`src/crc32_frame_parser_resync_macros.svh`:
```
// Assertion macros used by the deframer top level.
`ifndef CRC32_FRAME_PARSER_RESYNC_MACROS_SVH
`define CRC32_FRAME_PARSER_RESYNC_MACROS_SVH

// Condition that must hold at every clock edge outside reset.
`define CFRP_ASSERT_NOW(lbl, cond, msg) \
    lbl: assert property (@(posedge i_clk) disable iff (!i_rst_n) (cond)) else $error(msg);

// Implication in the same cycle.
`define CFRP_ASSERT_IMP(lbl, ante, cons, msg) \
    lbl: assert property (@(posedge i_clk) disable iff (!i_rst_n) (ante) |-> (cons)) \
        else $error(msg);

// Implication in the next cycle.
`define CFRP_ASSERT_NXT(lbl, ante, cons, msg) \
    lbl: assert property (@(posedge i_clk) disable iff (!i_rst_n) (ante) |=> (cons)) \
        else $error(msg);

`endif

```
`src/cfrp_pkg.sv`:
```
// Types, constants and the CRC step shared by the deframer modules.
`timescale 1ns / 1ps
`default_nettype none
package cfrp_pkg;

    localparam logic [31:0] CRC_INIT       = 32'hFFFF_FFFF;
    localparam logic [31:0] CRC_POLY       = 32'hEDB8_8320;
    localparam int          FRAME_OVERHEAD = 9;
    localparam int          HDR_BYTES      = 5;

    localparam logic [7:0]  SOF_RESET      = 8'hA5;
    localparam logic [7:0]  VER_RESET      = 8'h01;
    localparam logic [8:0]  MAXLEN_RESET   = 9'd503;

    typedef enum logic [1:0] {
        REG_SOF    = 2'd0,
        REG_VER    = 2'd1,
        REG_MAXLEN = 2'd2
    } t_reg_idx;

    typedef enum logic [1:0] {
        ST_PENDING = 2'd0,
        ST_FRAME   = 2'd1,
        ST_RESYNC  = 2'd2
    } t_status;

    typedef enum logic {
        OP_PUSH = 1'b0,
        OP_READ = 1'b1
    } t_op;

    typedef struct packed {
        t_op        op;
        logic [7:0] rx_byte;
        logic [8:0] read_index;
    } t_item;

    typedef struct packed {
        logic [7:0] sof;
        logic [7:0] ver;
        logic [8:0] max_len;
    } t_cfg;

    typedef struct packed {
        logic empty;
        logic full;
    } t_front_stat;

    typedef struct packed {
        logic pop;
        logic busy;
        logic out_busy;
    } t_eng_stat;

    typedef enum logic [4:0] {
        B_IDLE, B_CHK, B_RD,
        B_CRC_A, B_CRC_B, B_WD_A, B_WD_B, B_CMP,
        B_TYP_A, B_TYP_B, B_CP_A, B_CP_B, B_ACC,
        B_RS_NEXT, B_RS_SOF, B_RS_VER, B_RS_L0, B_RS_L1,
        B_CM_CHK, B_CM_A, B_CM_B
    } t_bstate;

    // One byte through the reflected CRC-32, bit by bit.
    function automatic logic [31:0] crc_byte(input logic [31:0] c, input logic [7:0] b);
        logic [31:0] v;
        v = c ^ {24'd0, b};
        for (int k = 0; k < 8; k++) begin
            v = v[0] ? ((v >> 1) ^ CRC_POLY) : (v >> 1);
        end
        return v;
    endfunction

endpackage
`default_nettype wire

```
`src/cfrp_req_if.sv`:
```
// Request channel: one received byte or one payload read.
`timescale 1ns / 1ps
`default_nettype none
interface cfrp_req_if;
    logic       valid;
    logic       ready;
    logic       func;
    logic [7:0] rx_byte;
    logic [8:0] read_index;

    modport source(output valid, func, rx_byte, read_index, input ready);
    modport sink(input valid, func, rx_byte, read_index, output ready);
endinterface
`default_nettype wire

```
`src/cfrp_front.sv`:
```
// Front end: takes requests, decodes the operation, holds them in a two-entry queue.
`timescale 1ns / 1ps
`default_nettype none
module cfrp_front import cfrp_pkg::*; (
    input  logic        i_clk,
    input  logic        i_rst_n,
    cfrp_req_if.sink    i_req,
    output t_item       o_item,
    output logic        o_item_valid,
    input  logic        i_item_pop,
    output t_front_stat o_stat
);
    t_item      r_q [2];
    logic       r_wp;
    logic       r_rp;
    logic [1:0] r_cnt;
    logic       w_push;
    logic       w_pop;
    t_item      w_new;

    // Decode the request into a queue entry
    always_comb begin
        w_new.op         = t_op'(i_req.func);
        w_new.rx_byte    = i_req.rx_byte;
        w_new.read_index = i_req.read_index;
    end

    assign i_req.ready  = (r_cnt != 2'd2);
    assign w_push       = i_req.valid && i_req.ready;
    assign w_pop        = i_item_pop && (r_cnt != 2'd0);
    assign o_item       = r_q[r_rp];
    assign o_item_valid = (r_cnt != 2'd0);
    assign o_stat.empty = (r_cnt == 2'd0);
    assign o_stat.full  = (r_cnt == 2'd2);

    // Queue pointers and count
    always_ff @(posedge i_clk) begin
        if (!i_rst_n) begin
            r_wp  <= 1'b0;
            r_rp  <= 1'b0;
            r_cnt <= 2'd0;
        end else begin
            if (w_push) r_wp <= ~r_wp;
            if (w_pop)  r_rp <= ~r_rp;
            r_cnt <= r_cnt + {1'b0, w_push} - {1'b0, w_pop};
        end
    end

    // Queue storage
    always_ff @(posedge i_clk) begin
        if (w_push) r_q[r_wp] <= w_new;
    end
endmodule
`default_nettype wire

```
`src/flat_wrapper.sv`:
```
// flat-port wrapper written by rule: the top's interface ports become plain ports
module cfrp_front_flat import cfrp_pkg::*;
  (i_clk, i_rst_n, o_item, o_item_valid, i_item_pop, o_stat, i_req_valid, i_req_func, i_req_rx_byte, i_req_read_index, i_req_ready);
  cfrp_req_if i_req_i ();
  input  logic i_clk;
  input  logic i_rst_n;
  output t_item o_item;
  output logic o_item_valid;
  input  logic i_item_pop;
  output t_front_stat o_stat;
  input wire logic [$bits(i_req_i.valid)-1:0] i_req_valid;
  input wire logic [$bits(i_req_i.func)-1:0] i_req_func;
  input wire logic [$bits(i_req_i.rx_byte)-1:0] i_req_rx_byte;
  input wire logic [$bits(i_req_i.read_index)-1:0] i_req_read_index;
  output wire logic [$bits(i_req_i.ready)-1:0] i_req_ready;
  assign i_req_i.valid = i_req_valid;
  assign i_req_i.func = i_req_func;
  assign i_req_i.rx_byte = i_req_rx_byte;
  assign i_req_i.read_index = i_req_read_index;
  assign i_req_ready = i_req_i.ready;
  cfrp_front u_core (.i_clk(i_clk), .i_rst_n(i_rst_n), .i_req(i_req_i), .o_item(o_item), .o_item_valid(o_item_valid), .i_item_pop(i_item_pop), .o_stat(o_stat));
endmodule
```
`config.mk`:
```
export PLATFORM = sky130hd
export DESIGN_NAME = cfrp_front_flat
export DESIGN_NICKNAME = d
export VERILOG_FILES = /design/src/crc32_frame_parser_resync_macros.svh /design/src/cfrp_pkg.sv /design/src/cfrp_req_if.sv /design/src/cfrp_front.sv /design/src/flat_wrapper.sv
export SDC_FILE = /design/constraint.sdc
export NUM_CORES = 1
export LEC_CHECK = 0
export ABC_AREA = 1
export BUFFER_PORTS_ARGS = -buffer_cell sky130_fd_sc_hd__buf_2
export CAP_MARGIN = 30
export CORE_ASPECT_RATIO = 1.75
export CORE_MARGIN = 1.5
export CORE_UTILIZATION = 48
export CTS_BUF_LIST = sky130_fd_sc_hd__clkbuf_8
export CTS_CLUSTER_SIZE = 28
export DETAILED_ROUTE_END_ITERATION = 10
export GPL_TIMING_DRIVEN = 1
export PLACE_DENSITY = 0.81
export SETUP_SLACK_MARGIN = 0.05
export SYNTH_ARGS = -nofsm -noshare
export SYNTH_HDL_FRONTEND = slang
export SYNTH_SLANG_ARGS = --single-unit
export TNS_END_PERCENT = 20
```
`constraint.sdc`:
```
create_clock -name i_clk -period 1.6 [get_ports i_clk]
set_input_delay 0.32 -clock i_clk [delete_from_list [all_inputs] [get_ports i_clk]]
set_output_delay 0.32 -clock i_clk [all_outputs]
set_load 0.005 [all_outputs]
```
Word-level counts from Yosys, hierarchy flattened. Memories as Yosys holds them, arrays and structs flattened. A register that Yosys moved wholly into a read port is not among the register bits. Cells that the tools add are included.

Add/subtract/negate cells: 2. Equality and inequality tests: 2. Mux-type cells: 4. Bitwise gates (word level): 2. Reduce and logical (&&, ||, !) cells: 4.

Operator list (count): two-way mux 1 bit (4); adder 2 x 1 -> 2 bit (1); == test 2 bit (second input constant) (1); logical AND 1 bit (2); logical NOT 2 bit (1); inequality test 2 bit (second input constant) (1); inverter 1 bit (2); nonzero test 2 bit (1); subtractor 2 x 1 -> 2 bit (1).

Register bits after elaboration: 4. Bits in writable memories: 36. Input port bits: 22. Output and inout port bits: 22. Logic and storage cells: 18. Memories kept: 1.

Memories: u_core.r_q (depth 2, bits a word 18, rd ports 1, clocked after Yosys merged registers in 1, wr ports 1, line cfrp_front.sv:13) `t_item r_q [2];`.

Logic depth before layout (Yosys ltp). Gate-level depths: netlist of run 1.

Depth after elaboration: 4. Gate-level depth with buffers: 10. Depth with buffers taken out: 10.

Worst setup path after synthesis of run 1. Ideal clock, no wire load.

Kind: register -> register. Start: register u_core.r_cnt[0]. End: memory u_core.r_q[0][0] (netlist bit) (enable). Setup time: 392 ps. Arrival time: 1358 ps. Data required time: 1208 ps. Slack: -151 ps. Cell stages (with the launch flop): 5. Buffers on the path: 0. Period minus slack after synthesis: 1751 ps. Cells stage by stage: dfxtp_1 -> inv_1 -> nand2_1 -> nand2_1 -> nor2_1.

Word-level cells in the longest chain between the ends: 4.

Ends and longest elaborated chain: start: declaration (line cfrp_front.sv:16) `logic [1:0] r_cnt;`; start signal: assignment (line cfrp_front.sv:45) `r_cnt <= r_cnt + {1'b0, w_push} - {1'b0, w_pop};`; inequality test 2 bit (line cfrp_front.sv:28) `assign i_req.ready = (r_cnt != 2'd2);`; via i_req_ready (line flat_wrapper.sv:15) `output wire logic [$bits(i_req_i.ready)-1:0] i_req_ready;`; logical AND 1 bit (line cfrp_front.sv:29) `assign w_push = i_req.valid && i_req.ready;`; two-way mux 1 bit (line cfrp_front.sv:51) `if (w_push) r_q[r_wp] <= w_new;`; two-way mux 1 bit (not written as such) (line cfrp_front.sv:51); end: declaration (line cfrp_front.sv:13).

The timed path passes the listed nets, and every way through them passes these cells.

==> results of run 1 <==
power by group:
part / total, mW / switching, mW / leakage [nW] / internal (mW)
combinational: 1.02 / 0.445 / 0.449 / 0.575
clock: 0.599 / 0.306 / 0.0430 / 0.293
sequential: 1.45 / 0.0727 / 0.378 / 1.38
total: 3.07 / 0.824 / 0.870 / 2.24
registers in the layout, summed over array words and instances (netlist names), named ones only:
register      cells
u_core.r_q       36
u_core.r_cnt      2
u_core.r_rp       1
u_core.r_wp       1
routing by layer:
metal  GRT usage (%)  vias to the layer above  routed length (µm)
met5               0                        -                   0
met4            8.33                        0                  63
met3            5.88                        6                 188
met2            28.5                       44                1520
met1            13.7                      448                 805
li1                -                      443                   -
worst reg2reg max path: cells and delay by family (launching register included):
kind / cells / cell delay (ps)
adder cells (fa/ha/maj): 2 / 460
AND/OR/NAND/NOR: 4 / 360
flip-flops: 1 / 340
AO/OA/AOI/OAI: 1 / 160
buffers and inverters: 2 / 100
per-stage QoR:
step	TNS (ps)	cells	setup slack (ps)	area, µm²	total power, mW
after floorplan	0	94	134	1600	1.99
after global placement	0	183	239	1890	2.27
after detailed placement	0	183	57.4	1890	2.33
after CTS	0	192	4.64	2000	2.99
after global routing	-147	192	-22.9	2070	3.24
final	0	192	17.8	2070	3.07
cells by family after synthesis:
family,count (synthesis)
fa+ha+maj,2
simple gates,20
compound gates,2
buf+inv,11
mux,18
flops,41
worst paths after layout:
| kind | depth (start not counted) | slack (ps) | startpoint | endpoint |
|---|---|---|---|---|
| setup / recovery | 3 | 20 | register | o_item[2] |
| hold / removal | 1 | 230 | i_req_read_index[0] | u_core.r_q[0][0] |
| setup reg to reg | 9 | 80 | u_core.r_cnt[1] | u_core.r_cnt[1] |
| hold reg to reg | 2 | 540 | u_core.r_rp | u_core.r_rp |
synth_stat cells, drive strengths merged:
cell type,n,area share (%)
a21oi,2,0.63
nor2,8,1.9
mux2,18,15
ha,2,1.6
dfxtp,5,6.3
buf,2,2.0
nand3,3,0.94
inv,9,2.1
edfxtp,36,68
nand2,9,2.1
final cells by class:
type	instances	area (µm²)	area share, %
multi-input cells	42	360	17.4
clock buffers	5	68.8	3.32
well taps	43	53.8	2.60
flip-flops and latches	41	1190	57.3
inverters	9	33.8	1.63
repair buffers	49	355	17.2
clock inverters	3	12.5	0.604
repair_timing:
action	CTS	global route
endpoints found under the hold margin	0	0
setup endpoints to repair	18	19
gates cloned	1	0
resized for setup	3	12
==> summary.md, run 1 <==
| Metric | Value |
|---|---|
| Worst-skew pair later-pin latency | 280 ps |
| Max-slew headroom | 88.9% |
| Largest stage delay on the critical path | 390 ps |
| CTS H-tree lvls | 2 |
| Synth-to-layout area growth | 29.4% |
| Detail Route Antenna Nets | 0 |
| Worst-margin pin slew | 165 ps |
| Synth Area in Simple Gates | 4.93% |
| Port Buffers | 43 |
| Total CTS buffers | 5 |
| Core footprint | 0.00318 mm² |
| Critical Path RT | 1280 ps |
| Mux cell area share after synthesis | 15.0% |
| Sequential share of the synthesized area | 73.8% |
| Final Hold Viols | 0 |
| Initial antenna violation count | 0 |
| Adder and majority gate portion of the synthesized area | 1.56% |
| P_leak | 0.870 nW |
| Residual DRC count | 0 |
| PD cells | 1480 mW/mm² |
| Total Nets Final | 172 |
| Syn_nets | 118 |
| 1st-iter DRT viols | 14 |
| Clk buf depth | 2 |
| Clk sinks | 41 |
| Worst Path Max Fanout | 9 |
| DRT Pass-1 Iters | 4 |
| Root buffer cell | clkbuf_8 |
| Max Fclk | 632 MHz |
| Final worst path period need | 1580 ps |
| I/O pins | 44 |
| Distinct cells, synth | 12 |
| HP Class | in -> reg |
| Setup bufs post-CTS | 0 |
| Antenna Cells | 0 |
| Grt ovf | 0 |
| CP max-delay cell | dfxtp_4 |
| DP HPWL | 1.93 mm |
| Cts hold-fix bufs | 0 |
| CP top delay family | flip-flops |
| Ys Warns | 0 |
| Largest net degree at the start of global routing | 13 |
| CP bufs+invs | 2 |
| Period utilisation layout | 98.9% |
| Clock-pin slew on the worst setup and hold paths | 70 ps |
| Fraction of layout cells with a size suffix above 1 | 51.7% |
| Vias | 941 |
| Crit-path cells | buf_12, mux2_2, buf_2 |
| Post-synthesis xor/xnor area fraction | 0% |
| Wirelength, routed | 2.57 mm |
| Vias per cell | 4.90 |
| Fill cells | 254 |
| Mapped Cells | 94 |
| # setup viols final | 0 |
| Avg WL per Cell | 13.4 µm |
| Vias in the first global route | 940 |
| Outcome | finished clean |
| Synthesized flop and latch total | 41 |
| CP endpoint kind | output pin |
| Global-route wire length before repair | 3.93 mm |
| Post-synthesis compound-gate area fraction | 0.625% |
| Die ar. | 0.00370 mm² |
| WS Path Type | reg -> out |
| Syn Area/Cell | 17.0 µm² |
| Post-Syn Area | 0.00160 mm² |
| Chip Height | 79.4 µm |
| Final core occ | 65.2% |
| Critical Path AT | 1260 ps |
| Main combinational cell family by area after synthesis | multiplexers |
| Total GRT Usage | 15.7% |
| Slew Limit Fails | 0 |
| RSZ-0062 raised after global routing | true |
| Crit start category | register |
| Clock Skew | 6.40 ps |
| Initial core utilization | 50.4% |
| Max-Cap Viols | 0 |
| Leading cell types in the layout, fill and taps excluded | edfxtp_1, buf_2, mux2_4, buf_6 |
| Peak supply drop | 1.01 mV |
| Die Wd | 46.6 µm |
| Routability congestion estimate | 0.610 |
| CTS tree | built |
| Most common library cell in the layout ignoring fill and taps | edfxtp_1 |
| Row count | 27 |
| Worst hold slack | 225 ps |
(Power assumes the default switching activity.)
==> inputs of run 2 (changes only) <==
--- a/config.mk
+++ b/config.mk
@@ -6,16 +6,16 @@
 export NUM_CORES = 1
 export LEC_CHECK = 0
 export ABC_AREA = 1
-export BUFFER_PORTS_ARGS = -buffer_cell sky130_fd_sc_hd__buf_2
 export CAP_MARGIN = 30
 export CORE_ASPECT_RATIO = 1.75
 export CORE_MARGIN = 1.5
-export CORE_UTILIZATION = 48
+export CORE_UTILIZATION = 58
 export CTS_BUF_LIST = sky130_fd_sc_hd__clkbuf_8
 export CTS_CLUSTER_SIZE = 28
 export DETAILED_ROUTE_END_ITERATION = 10
+export DONT_BUFFER_PORTS = 1
 export GPL_TIMING_DRIVEN = 1
-export PLACE_DENSITY = 0.81
+export PLACE_DENSITY = 0.8
 export SETUP_SLACK_MARGIN = 0.05
 export SYNTH_ARGS = -nofsm -noshare
 export SYNTH_HDL_FRONTEND = slang
==> run 2 against run 1 <==
Against the previous run:
- die area fell by 16%
- total power hardly changed
- final area is 11% lower
- clock power rose by 36%
- largest cell class unchanged
- first-iteration DRC count increased by 79%
- critical endpoint is now o_item[3]
- final cell count shrank 32%
- non-clock buffer count fell by 46
- routed wire length shrank 10%
- clock skew fell by 0.75 ps
==> summary.md, run 2 (synthesis results as in run 1) <==
| Metric | Value |
|---|---|
| CTS tree | built |
| Biggest regs | u_core.r_q (36), u_core.r_cnt (2) |
| Max Fclk | 663 MHz |
| Avg WL per Cell | 17.8 µm |
| Period utilisation layout | 94.3% |
| CP max-delay cell | mux2_2 |
| Total GRT Usage | 16.4% |
| DRT Pass-1 Iters | 4 |
| Worst Path Max Fanout | 18 |
| Largest stage delay on the critical path | 370 ps |
| Routability congestion estimate | 0.703 |
| Die ar. | 0.00310 mm² |
| Post-DP Area | 0.00167 mm² |
| Biggest register | u_core.r_q |
| Clock-pin slew on the worst setup and hold paths | 70 ps |
| Critical Path RT | 1280 ps |
| Worst-margin pin slew | 158 ps |
| Slew Limit Fails | 0 |
| Total CTS buffers | 5 |
| Crit-path cells | buf_12, mux2_2 |
| Peak supply drop | 0.989 mV |
| Worst-skew pair later-pin latency | 280 ps |
| Setup WS pre-CTS | -8.20 ps |
| R2R Setup Slk | 100 ps |
| Vias in the first global route | 735 |
| Largest net degree at the start of global routing | 19 |
| Clk sinks | 41 |
| CP endpoint kind | output pin |
| Worst r2r dst | u_core.r_cnt[1] |
| PD cells | 1670 mW/mm² |
| Setup bufs post-CTS | 0 |
| Clock Skew | 5.65 ps |
| CTS H-tree lvls | 2 |
| Chip Height | 72.5 µm |
| Outcome | finished clean |
| Initial antenna violation count | 0 |
| Synth-to-layout area growth | 14.5% |
| Root buffer cell | clkbuf_8 |
| Most common library cell in the layout ignoring fill and taps | edfxtp_1 |
| Worst Hold Launch | i_req_read_index[3] |
| Final WS setup | 91.2 ps |
| Design Area, Final | 0.00183 mm² |
| CP top delay family | multiplexers |
| Fraction of layout cells with a size suffix above 1 | 40.8% |
| # setup viols final | 0 |
| Worst Reg-to-Reg Cells | 10 |
| WHS Endpoint | u_core.r_q[1][3] |
| Total Nets Final | 126 |
| Row count | 25 |
| Crit start category | register |
| Setup TNS | 0 ps |
| Initial core utilization | 60.2% |
| Fill cells | 177 |
| Critical Path AT | 1190 ps |
| Max-slew headroom | 89.5% |
| Port Buffers | 0 |
| HP Class | in -> reg |
| DP HPWL | 1.59 mm |
| Residual DRC count | 0 |
| Final core occ | 68.9% |
| CP bufs+invs | 1 |
| Max reg flops | 36 |
| Detail Route Antenna Nets | 0 |
| Vias | 747 |
| I/O pins | 44 |
| 1st-iter DRT viols | 25 |
| Wirelength, routed | 2.32 mm |
| Grt ovf | 0 |
| Antenna Cells | 0 |
| Max-Cap Viols | 0 |
| WS Path Type | reg -> out |
| Non-Filler Instances | 130 |
| Global-route wire length before repair | 3.44 mm |
| Die Wd | 42.7 µm |
| Clk buf depth | 2 |
| Core footprint | 0.00266 mm² |
| Final Hold Viols | 0 |
| Hold Path Cell Cnt | 0 |
| Vias per cell | 5.75 |
| P_leak | 0.686 nW |
| RSZ-0062 raised after global routing | true |
| Final worst path period need | 1510 ps |
| Reg2Reg Launch Point | u_core.r_cnt[1] |
| Leading cell types in the layout, fill and taps excluded | edfxtp_1, mux2_4, inv_1, mux2_2, clkbuf_8 |
| Inst Count DP | 122 |
[run 2: changes by cell type in the layout (fill, tap and decap cells not counted), sizes merged]
cell / previous run / this run
buf: 49 / 3
clkinv: 3 / 0
bufinv: 0 / 1
clkbuf: 5 / 6
inv: 9 / 10
[run 2: final cells by class]
cell class	count	area, µm²	share of cell area [%]
multi-input cells	42	403	22.0
well taps	27	33.8	1.84
clock buffers	6	82.6	4.51
flip-flops and latches	41	1190	64.7
inverters	9	33.8	1.84
repair buffers	3	60.1	3.28
clock inverters	2	33.8	1.84
[run 2: power breakdown]
| part | internal, mW | switching [mW] | leakage [nW] |
|---|---|---|---|
| clock network | 0.501 | 0.311 | 0.0626 |
| logic | 0.378 | 0.418 | 0.246 |
| registers | 1.38 | 0.0816 | 0.378 |
[run 2: repair_timing]
item,in CTS,in global routing
setup endpoints to repair,1,3
hold buffers,0,0
gates resized for setup,3,14
pin swaps,1,3
[run 2: worst max path at each step]
stage	start	to	slack [ps]	depth (start not counted)
floorplan	u_core.r_cnt[0]	u_core.r_q[0][0]	130	4
global placement	u_core.r_cnt[1]	u_core.r_cnt[1]	200	9
detailed placement	u_core.r_cnt[1]	u_core.r_cnt[1]	-8	10
CTS	register	o_item[3]	70	2
global route	register	o_item[6]	50	2
finish	register	o_item[3]	90	2
[run 2: layer usage]
| metal | GRT usage [%] | share of wire (%) |
|---|---|---|
| met3 | 8.46 | 8.6 |
| met2 | 27.4 | 55 |
| met4 | 10.4 | 2.7 |
| met1 | 15.0 | 33 |
| met5 | 0 | 0 |
[run 2: through the flow]
step	total power [mW]	hold slack (ps)
floorplan	1.99	413
global placement	2.09	418
detailed placement	2.15	419
CTS	2.99	116
global route	3.21	108
finish	3.07	126
==> inputs of run 3 (changes only) <==
--- a/config.mk
+++ b/config.mk
@@ -20,4 +20,3 @@
 export SYNTH_ARGS = -nofsm -noshare
 export SYNTH_HDL_FRONTEND = slang
 export SYNTH_SLANG_ARGS = --single-unit
-export TNS_END_PERCENT = 20
==> constraint.sdc (replaced) <==
create_clock -name i_clk -period 1.36 [get_ports i_clk]
set_input_delay 0.272 -clock i_clk [delete_from_list [all_inputs] [get_ports i_clk]]
set_output_delay 0.272 -clock i_clk [all_outputs]
set_load 0.005 [all_outputs]
==> run 3 against run 2 <==
Against the previous run:
- the flow now finishes with violations (negative setup slack)
- clock skew grew 1.3 ps
- clock power shrank 14%
- final cell count grew 7.7%
- critical path type unchanged
- critical endpoint is now o_item[1]
- first-iteration DRC count is the same
- highest routed layer unchanged
==> summary.md, run 3 (synthesis results as in run 1) <==
| Metric | Value |
|---|---|
| Biggest regs | u_core.r_q (36), u_core.r_cnt (2) |
| DP HPWL | 1.83 mm |
| Final Hold Viols | 0 |
| 1st-iter DRT viols | 25 |
| Initial antenna violation count | 0 |
| Total CTS buffers | 5 |
| Clock-pin slew on the worst setup and hold paths | 70 ps |
| Critical Path AT | 1140 ps |
| Port Buffers | 0 |
| Largest stage delay on the critical path | 400 ps |
| HP Class | in -> reg |
| Initial core utilization | 60.2% |
| Most common library cell in the layout ignoring fill and taps | edfxtp_1 |
| Final worst path period need | 1410 ps |
| Sw Pwr | 1.07 mW |
| Antenna Cells | 0 |
| Crit start category | register |
| Biggest register | u_core.r_q |
| Fraction of power consumed by the clock network | 18.8% |
| Clk sinks | 41 |
| Routability congestion estimate | 0.694 |
| Outcome | complete, but fails checks |
| Comb pwr share | 34.2% |
| Sw Share | 28.6% |
| Residual DRC count | 0 |
| DRT Pass-1 Iters | 4 |
| I/O pins | 44 |
| Setup WS pre-CTS | -199 ps |
| Synth-to-layout area growth | 22.0% |
| Internal cell power | 2.67 mW |
| Seq pwr share | 47.0% |
| Die Wd | 42.7 µm |
| Leading cell types in the layout, fill and taps excluded | edfxtp_1, mux2_4, buf_4 |
| Final core occ | 73.4% |
| Chip Height | 72.5 µm |
| Critical Path RT | 1090 ps |
| Avg WL per Cell | 19.4 µm |
| Max reg flops | 36 |
| Inst Count DP | 127 |
| Wirelength, routed | 2.72 mm |
| Clock Skew | 6.92 ps |
| Vias in the first global route | 900 |
| Total Nets Final | 137 |
| Clk buf depth | 2 |
| Crit-path cells | buf_8, mux2_4 |
| Worst-margin pin slew | 187 ps |
| PD cells | 1910 mW/mm² |
| Total GRT Usage | 18.8% |
| RSZ-0062 raised after global routing | true |
| Max-slew headroom | 87.5% |
| CTS tree | built |
| Max-Cap Viols | 0 |
| Worst Path Max Fanout | 6 |
| Vias | 802 |
| Detail Route Antenna Nets | 0 |
| Core footprint | 0.00266 mm² |
| Grt ovf | 0 |
| WS Path Type | reg -> out |
| Non-Filler Instances | 140 |
| Failing checks | negative setup slack |
| Final WS setup | -54.0 ps |
| Period utilisation layout | 104% |
| # setup viols final | 19 |
| Die ar. | 0.00310 mm² |
| Slew Limit Fails | 0 |
| Peak supply drop | 1.28 mV |
| Fraction of layout cells with a size suffix above 1 | 48.7% |
| Worst-skew pair later-pin latency | 280 ps |
| CTS H-tree lvls | 2 |
| CP max-delay cell | dfxtp_4 |
| Row count | 25 |
| Vias per cell | 5.73 |
| Max Fclk | 707 MHz |
| CP endpoint kind | output pin |
| Root buffer cell | clkbuf_8 |
| P_leak | 0.752 nW |
| Largest net degree at the start of global routing | 17 |
| Global-route wire length before repair | 4.08 mm |
run 3: cell types whose count changed in the layout (fill, tap and decap cells not counted), sizes merged:
cell	change
clkinv	+1
clkbuf	-1
inv	-1
clkinvlp	+1
bufinv	-1
buf	+11
run 3: through the flow:
stage          total power, mW  instance area [µm²]  hold slack (ps)  TNS, ps
2_1_floorplan             2.36                 1610              365    -8.18
3_3_place_gp              2.54                 1690              370     -256
3_5_place_dp              2.63                 1690              371    -2470
4_1_cts                   3.64                 1910             68.0    -1090
5_1_grt                   3.91                 1950             60.2    -1470
6_report                  3.73                 1950             81.3     -710
run 3: final cells by class:
| type | count | area, µm² |
|---|---|---|
| flip-flops and latches | 41 | 1190 |
| fillers | 152 | 707 |
| multi-input cells | 42 | 453 |
| repair buffers | 14 | 158 |
| clock buffers | 5 | 68.8 |
| inverters | 9 | 40.0 |
| well taps | 27 | 33.8 |
| clock inverters | 2 | 8.76 |
run 3: per-layer routing:
metal / vias up / global-route usage [%] / share of wire (%)
met5: - / 0 / 0
met1: 386 / 16.6 / 34
li1: 370 / - / -
met4: 0 / 9.72 / 3.0
met3: 9 / 8.96 / 7.8
met2: 37 / 33.7 / 55
run 3: final timing paths:
kind                                          start               end  slack (ps)  depth (start not counted)
worst min-delay path            i_req_read_index[2]  u_core.r_q[1][2]          80                          0
worst max-delay path                       register         o_item[1]         -50                          2
worst min register to register          u_core.r_rp       u_core.r_rp         540                          2
worst max register to register      u_core.r_cnt[0]   u_core.r_cnt[1]         -50                          9
run 3: power by group through the flow:
stage | Combinational (mW) | Sequential, mW | Clock [mW]
2_1_floorplan | 0.667 | 1.69 | 0
3_3_place_gp | 0.842 | 1.70 | 0
3_5_place_dp | 0.913 | 1.72 | 0
4_1_cts | 1.17 | 1.74 | 0.724
5_1_grt | 1.36 | 1.77 | 0.774
6_report | 1.28 | 1.75 | 0.702
run 3: timing repair:
item                       in CTS  in global routing
resized for setup              27                  6
pin swaps                       2                  5
setup endpoints to repair      39                 21
hold buffers                    0                  0
setup buffers                   3                  2
cloned                          1                  0
run 3: worst max-delay path: cells and delay by family (launching register included):
family   cells  cell delay, ps
buf+inv      1             140
flops        1             400
mux          1             310
